$ cat config.mk
export PLATFORM = sky130hd
export DESIGN_NAME = radix_converter
export DESIGN_NICKNAME = d
export VERILOG_FILES = /design/src/sv/rc_pkg.sv /design/src/sv/rc_ram.sv /design/src/sv/rc_front.sv /design/src/sv/rc_fifo.sv /design/src/sv/rc_back.sv /design/src/sv/radix_converter.sv
export SDC_FILE = /design/constraint.sdc
export NUM_CORES = 2
export LEC_CHECK = 0
export ABC_CLOCK_PERIOD_IN_PS = 26300
export BUFFER_PORTS_ARGS = -buffer_cell sky130_fd_sc_hd__buf_4
export CORE_ASPECT_RATIO = 1.4
export CORE_MARGIN = 2
export CORE_UTILIZATION = 39
export DETAILED_ROUTE_END_ITERATION = 8
export HOLD_SLACK_MARGIN = 0.15
export RECOVER_POWER = 100
export SYNTH_ARGS = -nofsm -noshare
export SYNTH_HDL_FRONTEND = slang
export SYNTH_SLANG_ARGS = --single-unit
$ cat constraint.sdc
create_clock -name clk -period 26.3 [get_ports clk]
set_input_delay 3.945 -clock clk [delete_from_list [all_inputs] [get_ports clk]]
set_output_delay 3.945 -clock clk [all_outputs]
set_load 0.03 [all_outputs]
$ cat src/sv/rc_pkg.sv
// ----------------------------------------------------------------------------
// rc_pkg
// Shared types and constants of the radix converter: character codes, error
// codes, configuration register indexes and the job control word.
// ----------------------------------------------------------------------------
package rc_pkg;

	// Character codes.
	localparam logic [7:0] CH_MINUS   = 8'h2D;
	localparam logic [7:0] CH_ZERO    = 8'h30;
	localparam logic [7:0] CH_NINE    = 8'h39;
	localparam logic [7:0] CH_UPPER_A = 8'h41;
	localparam logic [7:0] CH_UPPER_F = 8'h46;
	localparam logic [7:0] CH_LOWER_A = 8'h61;
	localparam logic [7:0] CH_LOWER_F = 8'h66;
	localparam logic [7:0] CH_LOWER_X = 8'h78;
	localparam logic [7:0] CH_UPPER_X = 8'h58;
	localparam logic [7:0] CH_NUL     = 8'h00;

	// Error codes of a result.
	localparam logic [1:0] ERR_NONE     = 2'd0;
	localparam logic [1:0] ERR_INVALID  = 2'd1;
	localparam logic [1:0] ERR_OVERFLOW = 2'd2;

	// Configuration register indexes.
	localparam int unsigned CFG_IDX_W = 2;
	localparam logic [CFG_IDX_W-1:0] REG_SOURCE_BASE = 2'd0;
	localparam logic [CFG_IDX_W-1:0] REG_TARGET_BASE = 2'd1;

	// Base registers and their limits.
	localparam int unsigned BASE_W = 5;
	localparam logic [BASE_W-1:0] BASE_MIN = 5'd2;
	localparam logic [BASE_W-1:0] BASE_MAX = 5'd16;
	localparam logic [BASE_W-1:0] SOURCE_BASE_RESET = 5'd10;
	localparam logic [BASE_W-1:0] TARGET_BASE_RESET = 5'd2;

	// Digit scratch store.
	localparam int unsigned DIGIT_DEPTH = 64;
	localparam int unsigned DIGIT_AW    = 6;
	localparam int unsigned DIGIT_W     = 4;

	// Control part of one finished number handed from front to back.
	typedef struct packed {
		logic [1:0] err;
		logic       neg;
	} job_ctl_t;

	localparam int unsigned JOB_CTL_W = 3;

endpackage

$ cat src/sv/rc_ram.sv
// ----------------------------------------------------------------------------
// rc_ram
// Generic single-write, single-read RAM with a registered read port.
// ----------------------------------------------------------------------------
module rc_ram #(
	parameter int unsigned WIDTH = 4,
	parameter int unsigned DEPTH = 64
) (
	input  logic                     clk,
	input  logic                     we,
	input  logic [$clog2(DEPTH)-1:0] waddr,
	input  logic [WIDTH-1:0]         wdata,
	input  logic                     re,
	input  logic [$clog2(DEPTH)-1:0] raddr,
	output logic [WIDTH-1:0]         rdata
);

	logic [WIDTH-1:0] mem_q [DEPTH];
	logic [WIDTH-1:0] rdata_q;

	always_ff @(posedge clk) begin
		if (we) begin
			mem_q[waddr] <= wdata;
		end
		if (re) begin
			rdata_q <= mem_q[raddr];
		end
	end

	assign rdata = rdata_q;

endmodule

$ cat src/sv/rc_front.sv
// ----------------------------------------------------------------------------
// rc_front
// Character front end: strips the sign and prefix, decodes digits and folds
// them into the running value with an overflow check. On the last character
// it hands the finished number to the back end through the job queue.
// ----------------------------------------------------------------------------
module rc_front
	import rc_pkg::*;
#(
	parameter int unsigned VALUE_BITS = 63
) (
	input  logic                    clk,
	input  logic                    arst_n,
	input  logic                    in_valid,
	output logic                    in_ready,
	input  logic [7:0]              char_code,
	input  logic                    last_char,
	input  logic [BASE_W-1:0]       source_base,
	output logic                    job_push,
	output job_ctl_t                job_ctl,
	output logic [VALUE_BITS-1:0]   job_value,
	input  logic                    job_full
);

	localparam int unsigned PW = VALUE_BITS + BASE_W;

	typedef enum logic [3:0] {
		PH_FIRST       = 4'b0001,
		PH_AFTER_MINUS = 4'b0010,
		PH_AFTER_ZERO  = 4'b0100,
		PH_DIGITS      = 4'b1000
	} phase_t;

	phase_t                phase_q, phase_d;
	logic [VALUE_BITS-1:0] acc_q, acc_d;
	logic                  neg_q, neg_d;
	logic [1:0]            err_q, err_d;

	logic                  is_digit;
	logic [3:0]            digit;
	logic [PW-1:0]         prod;
	logic                  ovf;
	logic                  accept;

	assign accept   = in_valid && in_ready;
	assign in_ready = !job_full;

	always_comb begin
		is_digit = 1'b1;
		digit    = 4'd0;
		if (char_code >= CH_ZERO && char_code <= CH_NINE) begin
			digit = 4'(char_code - CH_ZERO);
		end else if (char_code >= CH_UPPER_A && char_code <= CH_UPPER_F) begin
			digit = 4'(char_code - CH_UPPER_A + 8'd10);
		end else if (char_code >= CH_LOWER_A && char_code <= CH_LOWER_F) begin
			digit = 4'(char_code - CH_LOWER_A + 8'd10);
		end else begin
			is_digit = 1'b0;
		end
	end

	// The new value overflows exactly when acc * base + digit exceeds the
	// largest value that fits in VALUE_BITS bits.
	assign prod = PW'(acc_q) * PW'(source_base) + PW'(digit);
	assign ovf  = |prod[PW-1:VALUE_BITS];

	always_comb begin
		phase_d = phase_q;
		acc_d   = acc_q;
		neg_d   = neg_q;
		err_d   = err_q;
		if (phase_q == PH_FIRST && char_code == CH_MINUS) begin
			neg_d   = 1'b1;
			phase_d = PH_AFTER_MINUS;
		end else if ((phase_q == PH_FIRST || phase_q == PH_AFTER_MINUS) &&
			char_code == CH_ZERO) begin
			phase_d = PH_AFTER_ZERO;
		end else if (phase_q == PH_AFTER_ZERO &&
			(char_code == CH_LOWER_X || char_code == CH_UPPER_X)) begin
			phase_d = PH_DIGITS;
		end else begin
			phase_d = PH_DIGITS;
			if (!is_digit) begin
				if (err_q == ERR_NONE) begin
					err_d = ERR_INVALID;
				end
			end else if (err_q == ERR_NONE) begin
				if (ovf) begin
					err_d = ERR_OVERFLOW;
				end else begin
					acc_d = prod[VALUE_BITS-1:0];
				end
			end
		end
	end

	assign job_push      = accept && last_char;
	assign job_ctl.err   = err_d;
	assign job_ctl.neg   = neg_d;
	assign job_value     = acc_d;

	always_ff @(posedge clk or negedge arst_n) begin
		if (!arst_n) begin
			phase_q <= PH_FIRST;
			acc_q   <= '0;
			neg_q   <= 1'b0;
			err_q   <= ERR_NONE;
		end else if (accept) begin
			if (last_char) begin
				phase_q <= PH_FIRST;
				acc_q   <= '0;
				neg_q   <= 1'b0;
				err_q   <= ERR_NONE;
			end else begin
				phase_q <= phase_d;
				acc_q   <= acc_d;
				neg_q   <= neg_d;
				err_q   <= err_d;
			end
		end
	end

endmodule

$ cat src/sv/rc_fifo.sv
// ----------------------------------------------------------------------------
// rc_fifo
// Short job queue between the character front end and the conversion back
// end, so that each side can stall without holding up the other.
// ----------------------------------------------------------------------------
module rc_fifo #(
	parameter int unsigned WIDTH = 8,
	parameter int unsigned DEPTH = 2
) (
	input  logic             clk,
	input  logic             arst_n,
	input  logic             push,
	input  logic [WIDTH-1:0] push_data,
	output logic             full,
	input  logic             pop,
	output logic [WIDTH-1:0] pop_data,
	output logic             empty
);

	localparam int unsigned AW   = (DEPTH > 1) ? $clog2(DEPTH) : 1;
	localparam int unsigned CNTW = AW + 1;

	logic [WIDTH-1:0] mem_q [DEPTH];
	logic [AW-1:0]    wr_ptr_q;
	logic [AW-1:0]    rd_ptr_q;
	logic [CNTW-1:0]  count_q;
	logic             do_push;
	logic             do_pop;

	assign full     = (count_q == CNTW'(DEPTH));
	assign empty    = (count_q == '0);
	assign do_push  = push && !full;
	assign do_pop   = pop && !empty;
	assign pop_data = mem_q[rd_ptr_q];

	always_ff @(posedge clk) begin
		if (do_push) begin
			mem_q[wr_ptr_q] <= push_data;
		end
	end

	always_ff @(posedge clk or negedge arst_n) begin
		if (!arst_n) begin
			wr_ptr_q <= '0;
			rd_ptr_q <= '0;
			count_q  <= '0;
		end else begin
			if (do_push) begin
				wr_ptr_q <= (wr_ptr_q == AW'(DEPTH - 1)) ? '0 : wr_ptr_q + 1'b1;
			end
			if (do_pop) begin
				rd_ptr_q <= (rd_ptr_q == AW'(DEPTH - 1)) ? '0 : rd_ptr_q + 1'b1;
			end
			if (do_push && !do_pop) begin
				count_q <= count_q + 1'b1;
			end else if (do_pop && !do_push) begin
				count_q <= count_q - 1'b1;
			end
		end
	end

endmodule

$ cat src/sv/rc_back.sv
// ----------------------------------------------------------------------------
// rc_back
// Conversion back end: divides the number by the target base four quotient
// bits per cycle, stores the remainders, then plays them back most
// significant first through the output register.
// ----------------------------------------------------------------------------
module rc_back
	import rc_pkg::*;
#(
	parameter int unsigned VALUE_BITS = 63
) (
	input  logic                  clk,
	input  logic                  arst_n,
	input  logic [BASE_W-1:0]     target_base,
	input  logic                  job_empty,
	output logic                  job_pop,
	input  job_ctl_t              job_ctl,
	input  logic [VALUE_BITS-1:0] job_value,
	output logic                  out_valid,
	input  logic                  out_ready,
	output logic [7:0]            out_char,
	output logic                  last_out,
	output logic [1:0]            error_code
);

	// The dividend register is padded to whole groups of four bits.
	localparam int unsigned DW    = ((VALUE_BITS + 3) / 4) * 4;
	localparam int unsigned STEPS = DW / 4;
	localparam int unsigned CW    = (STEPS > 1) ? $clog2(STEPS) : 1;

	typedef enum logic [5:0] {
		B_IDLE = 6'b000001,
		B_DIV  = 6'b000010,
		B_SIGN = 6'b000100,
		B_READ = 6'b001000,
		B_EMIT = 6'b010000,
		B_ERR  = 6'b100000
	} bstate_t;

	bstate_t               state_q;
	logic [DW-1:0]         div_q;
	logic [DIGIT_W-1:0]    rem_q;
	logic [CW-1:0]         cnt_q;
	logic [DIGIT_AW-1:0]   n_q;
	logic                  neg_q;
	logic [1:0]            err_q;

	logic                  out_valid_q;
	logic [7:0]            out_char_q;
	logic                  last_out_q;
	logic [1:0]            error_code_q;

	logic [DW-1:0]         div_nxt;
	logic [DIGIT_W-1:0]    rem_nxt;
	logic                  last_step;
	logic                  out_free;
	logic                  out_load;
	logic [7:0]            load_char;
	logic                  load_last;
	logic [1:0]            load_err;
	logic                  ram_we;
	logic                  ram_re;
	logic [DIGIT_AW-1:0]   ram_raddr;
	logic [DIGIT_W-1:0]    ram_rdata;

	function automatic logic [7:0] digit_char(input logic [DIGIT_W-1:0] d);
		if (d < 4'd10) begin
			return CH_ZERO + {4'd0, d};
		end
		return CH_UPPER_A + {4'd0, d} - 8'd10;
	endfunction

	// Four restoring division steps; the remainder stays below the base, so
	// it always fits in four bits.
	always_comb begin
		logic [4:0]         r;
		logic [DIGIT_W-1:0] rr;
		logic [3:0]         qb;
		rr = rem_q;
		qb = 4'd0;
		for (int i = 0; i < 4; i++) begin
			r = {rr, div_q[DW-1-i]};
			if (r >= target_base) begin
				r         = r - target_base;
				qb[3-i]   = 1'b1;
			end
			rr = r[DIGIT_W-1:0];
		end
		rem_nxt = rr;
		div_nxt = {div_q[DW-5:0], qb};
	end

	assign last_step = (cnt_q == CW'(STEPS - 1));
	assign out_free  = !out_valid_q || out_ready;
	assign job_pop   = (state_q == B_IDLE) && !job_empty;
	assign ram_raddr = n_q - 1'b1;

	always_comb begin
		out_load  = 1'b0;
		load_char = CH_NUL;
		load_last = 1'b0;
		load_err  = ERR_NONE;
		ram_we    = 1'b0;
		ram_re    = 1'b0;
		case (state_q)
			B_DIV: begin
				ram_we = last_step;
			end
			B_SIGN: begin
				if (neg_q && out_free) begin
					out_load  = 1'b1;
					load_char = CH_MINUS;
				end
			end
			B_READ: begin
				ram_re = 1'b1;
			end
			B_EMIT: begin
				if (out_free) begin
					out_load  = 1'b1;
					load_char = digit_char(ram_rdata);
					load_last = (n_q == '0);
				end
			end
			B_ERR: begin
				if (out_free) begin
					out_load  = 1'b1;
					load_last = 1'b1;
					load_err  = err_q;
				end
			end
			default: begin
			end
		endcase
	end

	always_ff @(posedge clk or negedge arst_n) begin
		if (!arst_n) begin
			state_q <= B_IDLE;
			cnt_q   <= '0;
			n_q     <= '0;
			neg_q   <= 1'b0;
			err_q   <= ERR_NONE;
			rem_q   <= '0;
			div_q   <= '0;
		end else begin
			case (state_q)
				B_IDLE: begin
					if (!job_empty) begin
						div_q   <= DW'(job_value);
						neg_q   <= job_ctl.neg;
						err_q   <= job_ctl.err;
						rem_q   <= '0;
						cnt_q   <= '0;
						n_q     <= '0;
						state_q <= (job_ctl.err != ERR_NONE) ? B_ERR : B_DIV;
					end
				end
				B_DIV: begin
					div_q <= div_nxt;
					if (last_step) begin
						rem_q <= '0;
						cnt_q <= '0;
						n_q   <= n_q + 1'b1;
						if (div_nxt == '0) begin
							state_q <= B_SIGN;
						end
					end else begin
						rem_q <= rem_nxt;
						cnt_q <= cnt_q + 1'b1;
					end
				end
				B_SIGN: begin
					if (!neg_q || out_free) begin
						state_q <= B_READ;
					end
				end
				B_READ: begin
					n_q     <= n_q - 1'b1;
					state_q <= B_EMIT;
				end
				B_EMIT: begin
					if (out_free) begin
						state_q <= (n_q == '0) ? B_IDLE : B_READ;
					end
				end
				B_ERR: begin
					if (out_free) begin
						state_q <= B_IDLE;
					end
				end
				default: begin
					state_q <= B_IDLE;
				end
			endcase
		end
	end

	always_ff @(posedge clk or negedge arst_n) begin
		if (!arst_n) begin
			out_valid_q <= 1'b0;
		end else if (out_load) begin
			out_valid_q <= 1'b1;
		end else if (out_ready) begin
			out_valid_q <= 1'b0;
		end
	end

	always_ff @(posedge clk) begin
		if (out_load) begin
			out_char_q   <= load_char;
			last_out_q   <= load_last;
			error_code_q <= load_err;
		end
	end

	rc_ram #(
		.WIDTH (DIGIT_W),
		.DEPTH (DIGIT_DEPTH)
	) u_digit_ram (
		.clk   (clk),
		.we    (ram_we),
		.waddr (n_q),
		.wdata (rem_nxt),
		.re    (ram_re),
		.raddr (ram_raddr),
		.rdata (ram_rdata)
	);

	assign out_valid  = out_valid_q;
	assign out_char   = out_char_q;
	assign last_out   = last_out_q;
	assign error_code = error_code_q;

endmodule

$ cat src/sv/radix_converter.sv
// ----------------------------------------------------------------------------
// radix_converter
// Converts one number, given as ASCII text in the source base, into ASCII
// text in the target base, with sign handling and error reporting.
// ----------------------------------------------------------------------------
// Usage: characters of a number arrive on the input channel (char_code,
// last_char), one transaction per character. A leading '-', then a '0', then
// an 'x' or 'X' are stripped; digits are folded in at one character a cycle
// while the job queue has room. The last character closes the number and
// queues it for conversion; the front end then takes the next number at once
// while the back end works. Results leave on the output channel: an optional
// '-', then the digits most significant first, last_out on the final one. A
// bad character or overflow gives one result with error_code set instead.
// Conversion runs one divide by the target base per output digit, four
// quotient bits per cycle with VALUE_BITS padded to groups of four; the sign
// state follows, then each digit is read back from the digit RAM and emitted.
// A stalled receiver holds the output register; the job queue (two numbers)
// keeps the front end running until it fills. Reset restores bases 10 and 2
// and drops any number in progress. Configuration is taken any cycle.
// ----------------------------------------------------------------------------
module radix_converter
	import rc_pkg::*;
#(
	parameter int unsigned VALUE_BITS = 63
) (
	input  logic                 clk,
	input  logic                 arst_n,
	input  logic                 cfg_valid,
	output logic                 cfg_ready,
	input  logic [CFG_IDX_W-1:0] cfg_index,
	input  logic [BASE_W-1:0]    cfg_data,
	input  logic                 in_valid,
	output logic                 in_ready,
	input  logic [7:0]           char_code,
	input  logic                 last_char,
	output logic                 out_valid,
	input  logic                 out_ready,
	output logic [7:0]           out_char,
	output logic                 last_out,
	output logic [1:0]           error_code
);

	localparam int unsigned JW = VALUE_BITS + JOB_CTL_W;

	logic [BASE_W-1:0]     src_base_q;
	logic [BASE_W-1:0]     tgt_base_q;
	logic [BASE_W-1:0]     cfg_clamped;

	logic                  job_push;
	job_ctl_t              push_ctl;
	logic [VALUE_BITS-1:0] push_value;
	logic                  job_full;
	logic                  job_pop;
	logic                  job_empty;
	logic [JW-1:0]         pop_data;
	job_ctl_t              pop_ctl;

	assign cfg_ready = 1'b1;

	always_comb begin
		if (cfg_data < BASE_MIN) begin
			cfg_clamped = BASE_MIN;
		end else if (cfg_data > BASE_MAX) begin
			cfg_clamped = BASE_MAX;
		end else begin
			cfg_clamped = cfg_data;
		end
	end

	always_ff @(posedge clk or negedge arst_n) begin
		if (!arst_n) begin
			src_base_q <= SOURCE_BASE_RESET;
			tgt_base_q <= TARGET_BASE_RESET;
		end else if (cfg_valid && cfg_ready) begin
			if (cfg_index == REG_SOURCE_BASE) begin
				src_base_q <= cfg_clamped;
			end else if (cfg_index == REG_TARGET_BASE) begin
				tgt_base_q <= cfg_clamped;
			end
		end
	end

	rc_front #(
		.VALUE_BITS (VALUE_BITS)
	) u_front (
		.clk         (clk),
		.arst_n      (arst_n),
		.in_valid    (in_valid),
		.in_ready    (in_ready),
		.char_code   (char_code),
		.last_char   (last_char),
		.source_base (src_base_q),
		.job_push    (job_push),
		.job_ctl     (push_ctl),
		.job_value   (push_value),
		.job_full    (job_full)
	);

	rc_fifo #(
		.WIDTH (JW),
		.DEPTH (2)
	) u_job_fifo (
		.clk       (clk),
		.arst_n    (arst_n),
		.push      (job_push),
		.push_data ({push_ctl, push_value}),
		.full      (job_full),
		.pop       (job_pop),
		.pop_data  (pop_data),
		.empty     (job_empty)
	);

	assign pop_ctl = job_ctl_t'(pop_data[JW-1:VALUE_BITS]);

	rc_back #(
		.VALUE_BITS (VALUE_BITS)
	) u_back (
		.clk         (clk),
		.arst_n      (arst_n),
		.target_base (tgt_base_q),
		.job_empty   (job_empty),
		.job_pop     (job_pop),
		.job_ctl     (pop_ctl),
		.job_value   (pop_data[VALUE_BITS-1:0]),
		.out_valid   (out_valid),
		.out_ready   (out_ready),
		.out_char    (out_char),
		.last_out    (last_out),
		.error_code  (error_code)
	);

`ifndef ASSERT_OFF
	// A finished number is never offered to a full job queue.
	assert property (@(posedge clk) disable iff (!arst_n)
		job_push |-> !job_full)
		else $error("job pushed into full queue");

	// An error result is a single, final result with no character.
	assert property (@(posedge clk) disable iff (!arst_n)
		(out_valid && error_code != ERR_NONE) |-> (last_out && out_char == CH_NUL))
		else $error("malformed error result");

	// A sign is always followed by at least one digit.
	assert property (@(posedge clk) disable iff (!arst_n)
		(out_valid && out_char == CH_MINUS) |-> !last_out)
		else $error("sign marked as final result");
`endif

endmodule
* After elaboration in Yosys (flattened, before gate mapping) *
Memories as Yosys holds them, arrays and structs flattened. A register that Yosys moved wholly into a read port is not among the register bits.
Index checks and enable logic that the tools add are counted.

operators by class
  divide/modulo/power cells = 0
  multipliers = 1
  $lt $le $gt $ge = 13
  reduce and logical (&&, ||, !) cells = 43
  shifts and indexed selects = 0
  muxes and demuxes = 80
  add/sub/neg operators = 20
  bitwise logic cells = 2
  eq/ne operators = 22

operator list
  operator             number
  $mux 63              7
  $pmux 64 s2          1
  $add 68x4->68        1
  $mul 63x5->68        1
  $logic_not 64->1     1
  $mux 64              1
  $mux 6               10
  $mux 4               14
  $pmux 6 s6           1
  $mux 1               25
  $mux 8               3
  $ge 5x5->1           4
  $mux 2               10
  $pmux 6 s3           1
  $eq 8x6->1 const B   2
  $eq 8x7->1 const B   2
  $ge 8x7->1 const B   2
  $le 8x7->1 const B   2
  $pmux 4 s2           2
  $pmux 8 s2           1
  $sub 4x4->4          4
  $logic_and 1x1->1    14
  $sub 4x1->4 const B  3
  $mux 5               2
  other kinds (42)     67

word-level totals
  output and inout bits = 14
  bits in read-only memories = 0
  word-level logic and storage cells = 203
  bits in writable memories = 388
  memories kept = 2
  register bits after elaboration = 183
  bits in latches = 0
  bits of input ports = 21

memories
  name                      words  bits a word  read ports  clocked after Yosys merged registers in  write ports  RTL line       source
  u_back.u_digit_ram.mem_q  64     4            1           1                                        1            rc_ram.sv:18   logic [WIDTH-1:0] mem_q [DEPTH];
  u_job_fifo.mem_q          2      66           1           0                                        1            rc_fifo.sv:23  logic [WIDTH-1:0] mem_q [DEPTH];

* Logic depth before layout (Yosys ltp) *
  word-level depth = 14
  gate-level depth with buffers = 40
  depth with buffers taken out = 37

* Cells and area by module *
Synthesis repeated with hierarchy kept, for this count alone.

second synthesis, totals
  cell total of the unflattened synthesis = 3046
  area, all modules = 36093.4 µm²

modules (own cells, without submodules)
  module           area an instance (µm²)  cells an instance  times used  seq. area each (µm²)
  rc_front         14801.7                 1669               1           1752.9
  rc_ram           10447.5                 521                1           7807.5
  rc_back          5343.9                  591                1           2503.7
  rc_fifo          5072.4                  224                1           4063.9
  radix_converter  427.9                   41                 1           254.0

* Worst setup path before layout *
OpenSTA, ideal clock, no wires.

  path type = input-to-reg
  start point = in char_code[0]
  end point = mem u_job_fifo.mem_q[0][59] in the netlist's numbering (data pin)
  buffers on the path = 3
  data arrival time = 9.048 ns
  stages = 27
  required time = 26.036 ns
  path slack = 16.988 ns
  library setup time = 0.264 ns
  cells stage by stage = inv_1 ha_1 nand2_1 o2111ai_1 o21ai_1 nor4_1 o22ai_1 fa_1 inv_1 ha_1 fa_1 inv_1 fa_1 nand2b_1 a21o_1 a211oi_1 o31a_1 a31oi_4 o21ai_2 xor2_2 and4bb_1 nand2_1 buf_4 buf_4 buf_4 nand2_1 nand2_1

on the way
  cells in the longest elaborated chain, start to end = 13
  elaborated cells on any way between the ends = 36
  classes of those cells = 6 x add/sub; 6 x order compare; 4 x eq/ne; 12 x mux; 8 x reduce/logical

ends and longest elaborated chain
  element                                                  RTL line                                        source
  from (decl)                                              radix_converter.sv:34                           input logic [7:0] char_code,
  $sub 4x1->4, or another cell as far along                rc_front.sv:54, rc_front.sv:56
  $add 4x4->4 / $logic_and 1x1->1 (equally long branches)  rc_front.sv:54, rc_front.sv:56, rc_front.sv:55
  $mux 4                                                   rc_front.sv:55                                  end else if (char_code >= CH_LOWER_A && char_code <= CH_LOWER_F) begin
  $mux 4                                                   rc_front.sv:53                                  end else if (char_code >= CH_UPPER_A && char_code <= CH_UPPER_F) begin
  $mux 4                                                   rc_front.sv:51                                  if (char_code >= CH_ZERO && char_code <= CH_NINE) begin
  $add 68x4->68                                            rc_front.sv:64                                  assign prod = PW'(acc_q) * PW'(source_base) + PW'(digit);
  $reduce_or 5->1                                          rc_front.sv:65                                  assign ovf = |prod[PW-1:VALUE_BITS];
  $mux 63                                                  rc_front.sv:88                                  if (ovf) begin
  $mux 63                                                  rc_front.sv:87                                  end else if (err_q == ERR_NONE) begin
  $mux 63                                                  rc_front.sv:83                                  if (!is_digit) begin
  $mux 63                                                  rc_front.sv:78                                  end else if (phase_q == PH_AFTER_ZERO &&
  $mux 63                                                  rc_front.sv:75                                  end else if ((phase_q == PH_FIRST || phase_q == PH_AFTER_MINUS) &&
  $mux 63 *                                                rc_front.sv:72                                  if (phase_q == PH_FIRST && char_code == CH_MINUS) begin
  net push_value[59]                                       radix_converter.sv:51                           logic [VALUE_BITS-1:0] push_value;
  to (decl)                                                rc_fifo.sv:23

Mark *: on every way through the listed nets, which the timed path passes. The rest lies on a longest branch.

* Final worst setup path *
  start point = in char_code[1]
  end point = mem u_job_fifo.mem_q[0][20] in the netlist's numbering (data pin)

Same word-level chain as after synthesis.

==> impl_metrics.ini <==
[run_status]
run_status = finished with violations
violations = capacitance limit, slew limit

[critical_path]
startpoint_type = input port
crit_arrival_ns = 14.24
crit_path_max_fanout = 94
critPathMostFrequentCell = ha_1
cp_slowest_stage_delay_ns = 2.90
end_kind = flip-flop
path_buf_inv = 4
crit_type = in2reg
required_ns = 26.51
crit_chain = clkbuf_1, inv_1, ha_1, nand2b_1, o21ai_0, nor4_1, o22ai_1, fa_1, inv_1, ha_1, fa_1, ha_1, a21oi_1, nor2_1, o211ai_1, nand3_1, a311oi_1, o31ai_1, xor2_1, and4bb_1, nand2_1, clkbuf_1, o21ai_0
critical-path-top-delay-family = buffers and inverters
critPathSlowestCell = clkbuf_1

[detailed_routing]
drtPass1Iterations = 6
wire_per_inst_um = 21.4
drc = 0
final_antenna_net_count = 0
via_per_inst = 5.53
via_count = 23800
drt_iter0_markers = 1620
routed_wl_mm = 92.2

[logic_synthesis]
synthArstFlopShare_pct = 30.0
synth_area_leaders = edfxtp_1, dfrtp_1, fa_1
syn-cell-area_um2 = 35800
synth_top_area_share_pct = 33.7
synth_cell_types = 90
synth_fp_nets = 3486
yosysSeqAreaShare_pct = 45.7
yosysWarnings = 0
netlist_top_cells_count = nand2_1, edfxtp_1, inv_1
synthFlopType = edfxtp_1
synth_edf_count = 402
ys_seq_elements = 574
synth_area_per_cell_um2 = 11.5
yosysTopAreaCell = edfxtp_1
synthCells = 3110
yosysMostFrequentCell = nand2_1

[place]
io_buffer_count = 32
dpl-instance-area_um2 = 37100
pre_cts_ws_ns = 15.06
dp_hpwl_mm = 66.7
place_congestion = 0.890

[timing]
setup_tns_ns = 0
period_needed_ns = 14.04
slew-limit-headroom_pct = -205
slew_viol_final = 1002
hold_viol = 0
fin_ws_ns = 12.26
holdWs_ns = 0.481
setup_viol = 0
tightestPinTransition_ns = 4.58
clock.fmax_ghz = 0.0712
period_share_pct = 53.4
rsz0062_at_grt = false
fin_skew_ns = 0.0789

[cts]
cts_tree = built
cts_hold_buf = 0
cts_resized = 0
cts_buffer_depth = 3
cts_max_level = 2
cts_buffers = 56
clkTransAtPathRegs_ns = 0.07
cts_setup_buffers = 0
clock_sinks = 574
insertion_delay_ns = 0.67
cts_root_buffer = clkbuf_16

[grt]
grt_max_degree = 95
overflow = 0
antenna_found_initial = 1
grt_pass1_wl_mm = 145
grt_usage_pct = 19.8
grt_pass1_vias = 24600

[layout]
n_antenna_cell = 0
finalNetCount = 3432
area_growth_pct = 8.48
stdcell_area_um2 = 38900
fill_cells = 8684
drive_gt1_share_pct = 9.89

[floorplan]
rows = 131
die_w_um = 260
die_y_um = 363
io_pins = 35
core_um2 = 91100
dieArea_um2 = 94400
start_util_pct = 39.3

[pwr]
powerDensity_nw_per_um2 = 129
leakagePower_nw = 15.2
ir_drop_mv = 0.403

[worst_hold_path]
hold_path.class = reg2reg

[job]
max_cap_viol_count = 19
## cell families after synthesis
kind of cell	share of synthesized area (%)
adders and majority gates	16.4
AOI/OAI and AO/OA	10.1
xor gates and xnor gates	1.98
buffers and inverters	4.36
and+or+nand+nor	13.9
muxes	7.50
other	0.0210
DFF	45.7
## metal layers
layer	track usage, %	routed length, um
met2	37.0	49900
met5	0	0
met3	1.93	2860
met4	6.49	3090
met1	23.6	36300
## final timing paths
kind / cells after the start / endpoint / slack, ns / startpoint
worst max-delay path: 23 / u_job_fifo.mem_q[0][20]$_DFFE_PP_ / 12.26 / char_code[1]
worst min-delay path: 2 / u_back.err_q[0]$_DFFE_PN0P_ / 0.48 / u_back.err_q[0]$_DFFE_PN0P_
worst max register to register: 18 / u_job_fifo.mem_q[0][20]$_DFFE_PP_ / 15.58 / src_base_q[3]$_DFFE_PN1P_
worst min register to register: 2 / u_back.err_q[0]$_DFFE_PN0P_ / 0.48 / u_back.err_q[0]$_DFFE_PN0P_
max in group asynchronous: 2 / u_job_fifo.rd_ptr_q$_DFFE_PN0P_ / 15.80 / arst_n
min in group asynchronous: 1 / src_base_q[4]$_DFFE_PN0P_ / 4.90 / arst_n
## through the flow
step | util, % | instances | power, mW
2_1_floorplan | - | 3110 | 3.48
3_3_place_gp | 40.7 | 4195 | 4.22
3_5_place_dp | 40.7 | 4195 | 4.31
4_1_cts | 42.9 | 4301 | 5.17
5_1_grt | 42.7 | 4301 | 5.61
6_report | 42.7 | 4301 | 5.02
## layout by cell type (no fill, tap or decap), types with 9 or more instances in the layout
| master | n |
|---|---|
| a21o_1 | 46 |
| a21oi_1 | 91 |
| a31oi_1 | 11 |
| and2_1 | 148 |
| and3_1 | 16 |
| buf_4 | 26 |
| clkbuf_1 | 39 |
| clkbuf_16 | 56 |
| clkinv_2 | 12 |
| dfrtp_1 | 164 |
| edfxtp_1 | 402 |
| fa_1 | 191 |
| ha_1 | 163 |
| inv_1 | 221 |
| mux2_2 | 9 |
| mux2i_1 | 65 |
| mux4_2 | 84 |
| nand2_1 | 509 |
| nand2b_1 | 16 |
| nand3_1 | 48 |
| nand3b_1 | 28 |
| nand4_1 | 22 |
| nor2_1 | 127 |
| nor2b_1 | 10 |
| nor3_1 | 37 |
| nor4_1 | 26 |
| o211ai_1 | 29 |
| o21a_1 | 9 |
| o21ai_0 | 105 |
| o21bai_1 | 15 |
| o221a_2 | 56 |
| o22ai_1 | 9 |
| o2bb2ai_1 | 18 |
| o311ai_0 | 15 |
| o31ai_1 | 12 |
| or3_1 | 20 |
| xnor2_1 | 40 |
| xor2_1 | 38 |
## registers in the layout (all words and copies together) (netlist names), 4 cells and up
register                  cells
tgt_base_q                    5
u_back.u_digit_ram.rdata      4
src_base_q                    5
u_job_fifo.mem_q            132
u_front.phase_q               4
u_back.out_char               7
u_back.state_q                6
u_back.n_q                    6
u_back.u_digit_ram.mem_q    256
u_back.cnt_q                  4
u_back.rem_q                  4
u_back.div_q                 64
u_front.acc_q                63
## worst reg2reg max path: stages (launching register included)
cell	delay, ns
dfstp_2	0.51
buf_4	0.56
nand2_1	0.31
fa_1	0.51
fa_1	0.49
inv_1	0.05
fa_1	0.44
ha_1	0.41
a21oi_2	0.22
nor2_1	0.06
a211oi_2	0.30
nand3_1	0.27
a311oi_1	1.02
o31ai_1	0.23
xor2_1	0.21
and4bb_1	0.27
nand2_1	0.83
clkbuf_1	2.91
o21ai_0	0.72
## power breakdown
group / internal (mW) / switching, mW / leakage (nW)
sequential: 2.05 / 0.118 / 5.87
clock: 0.488 / 0.369 / 0.960
combinational: 0.571 / 1.42 / 8.32
total: 3.11 / 1.91 / 15.2
## layout make-up
class                   count  area [um^2]  area share [%]
clock inverters            35          475            1.22
repair buffers             57          323           0.830
multi-input cells        2145        17900            45.9
flip-flops and latches    574        16400            42.2
well taps                1197         1500            3.85
clock buffers              71         1500            3.85
inverters                 222          833            2.14
(Power assumes the default switching activity.)
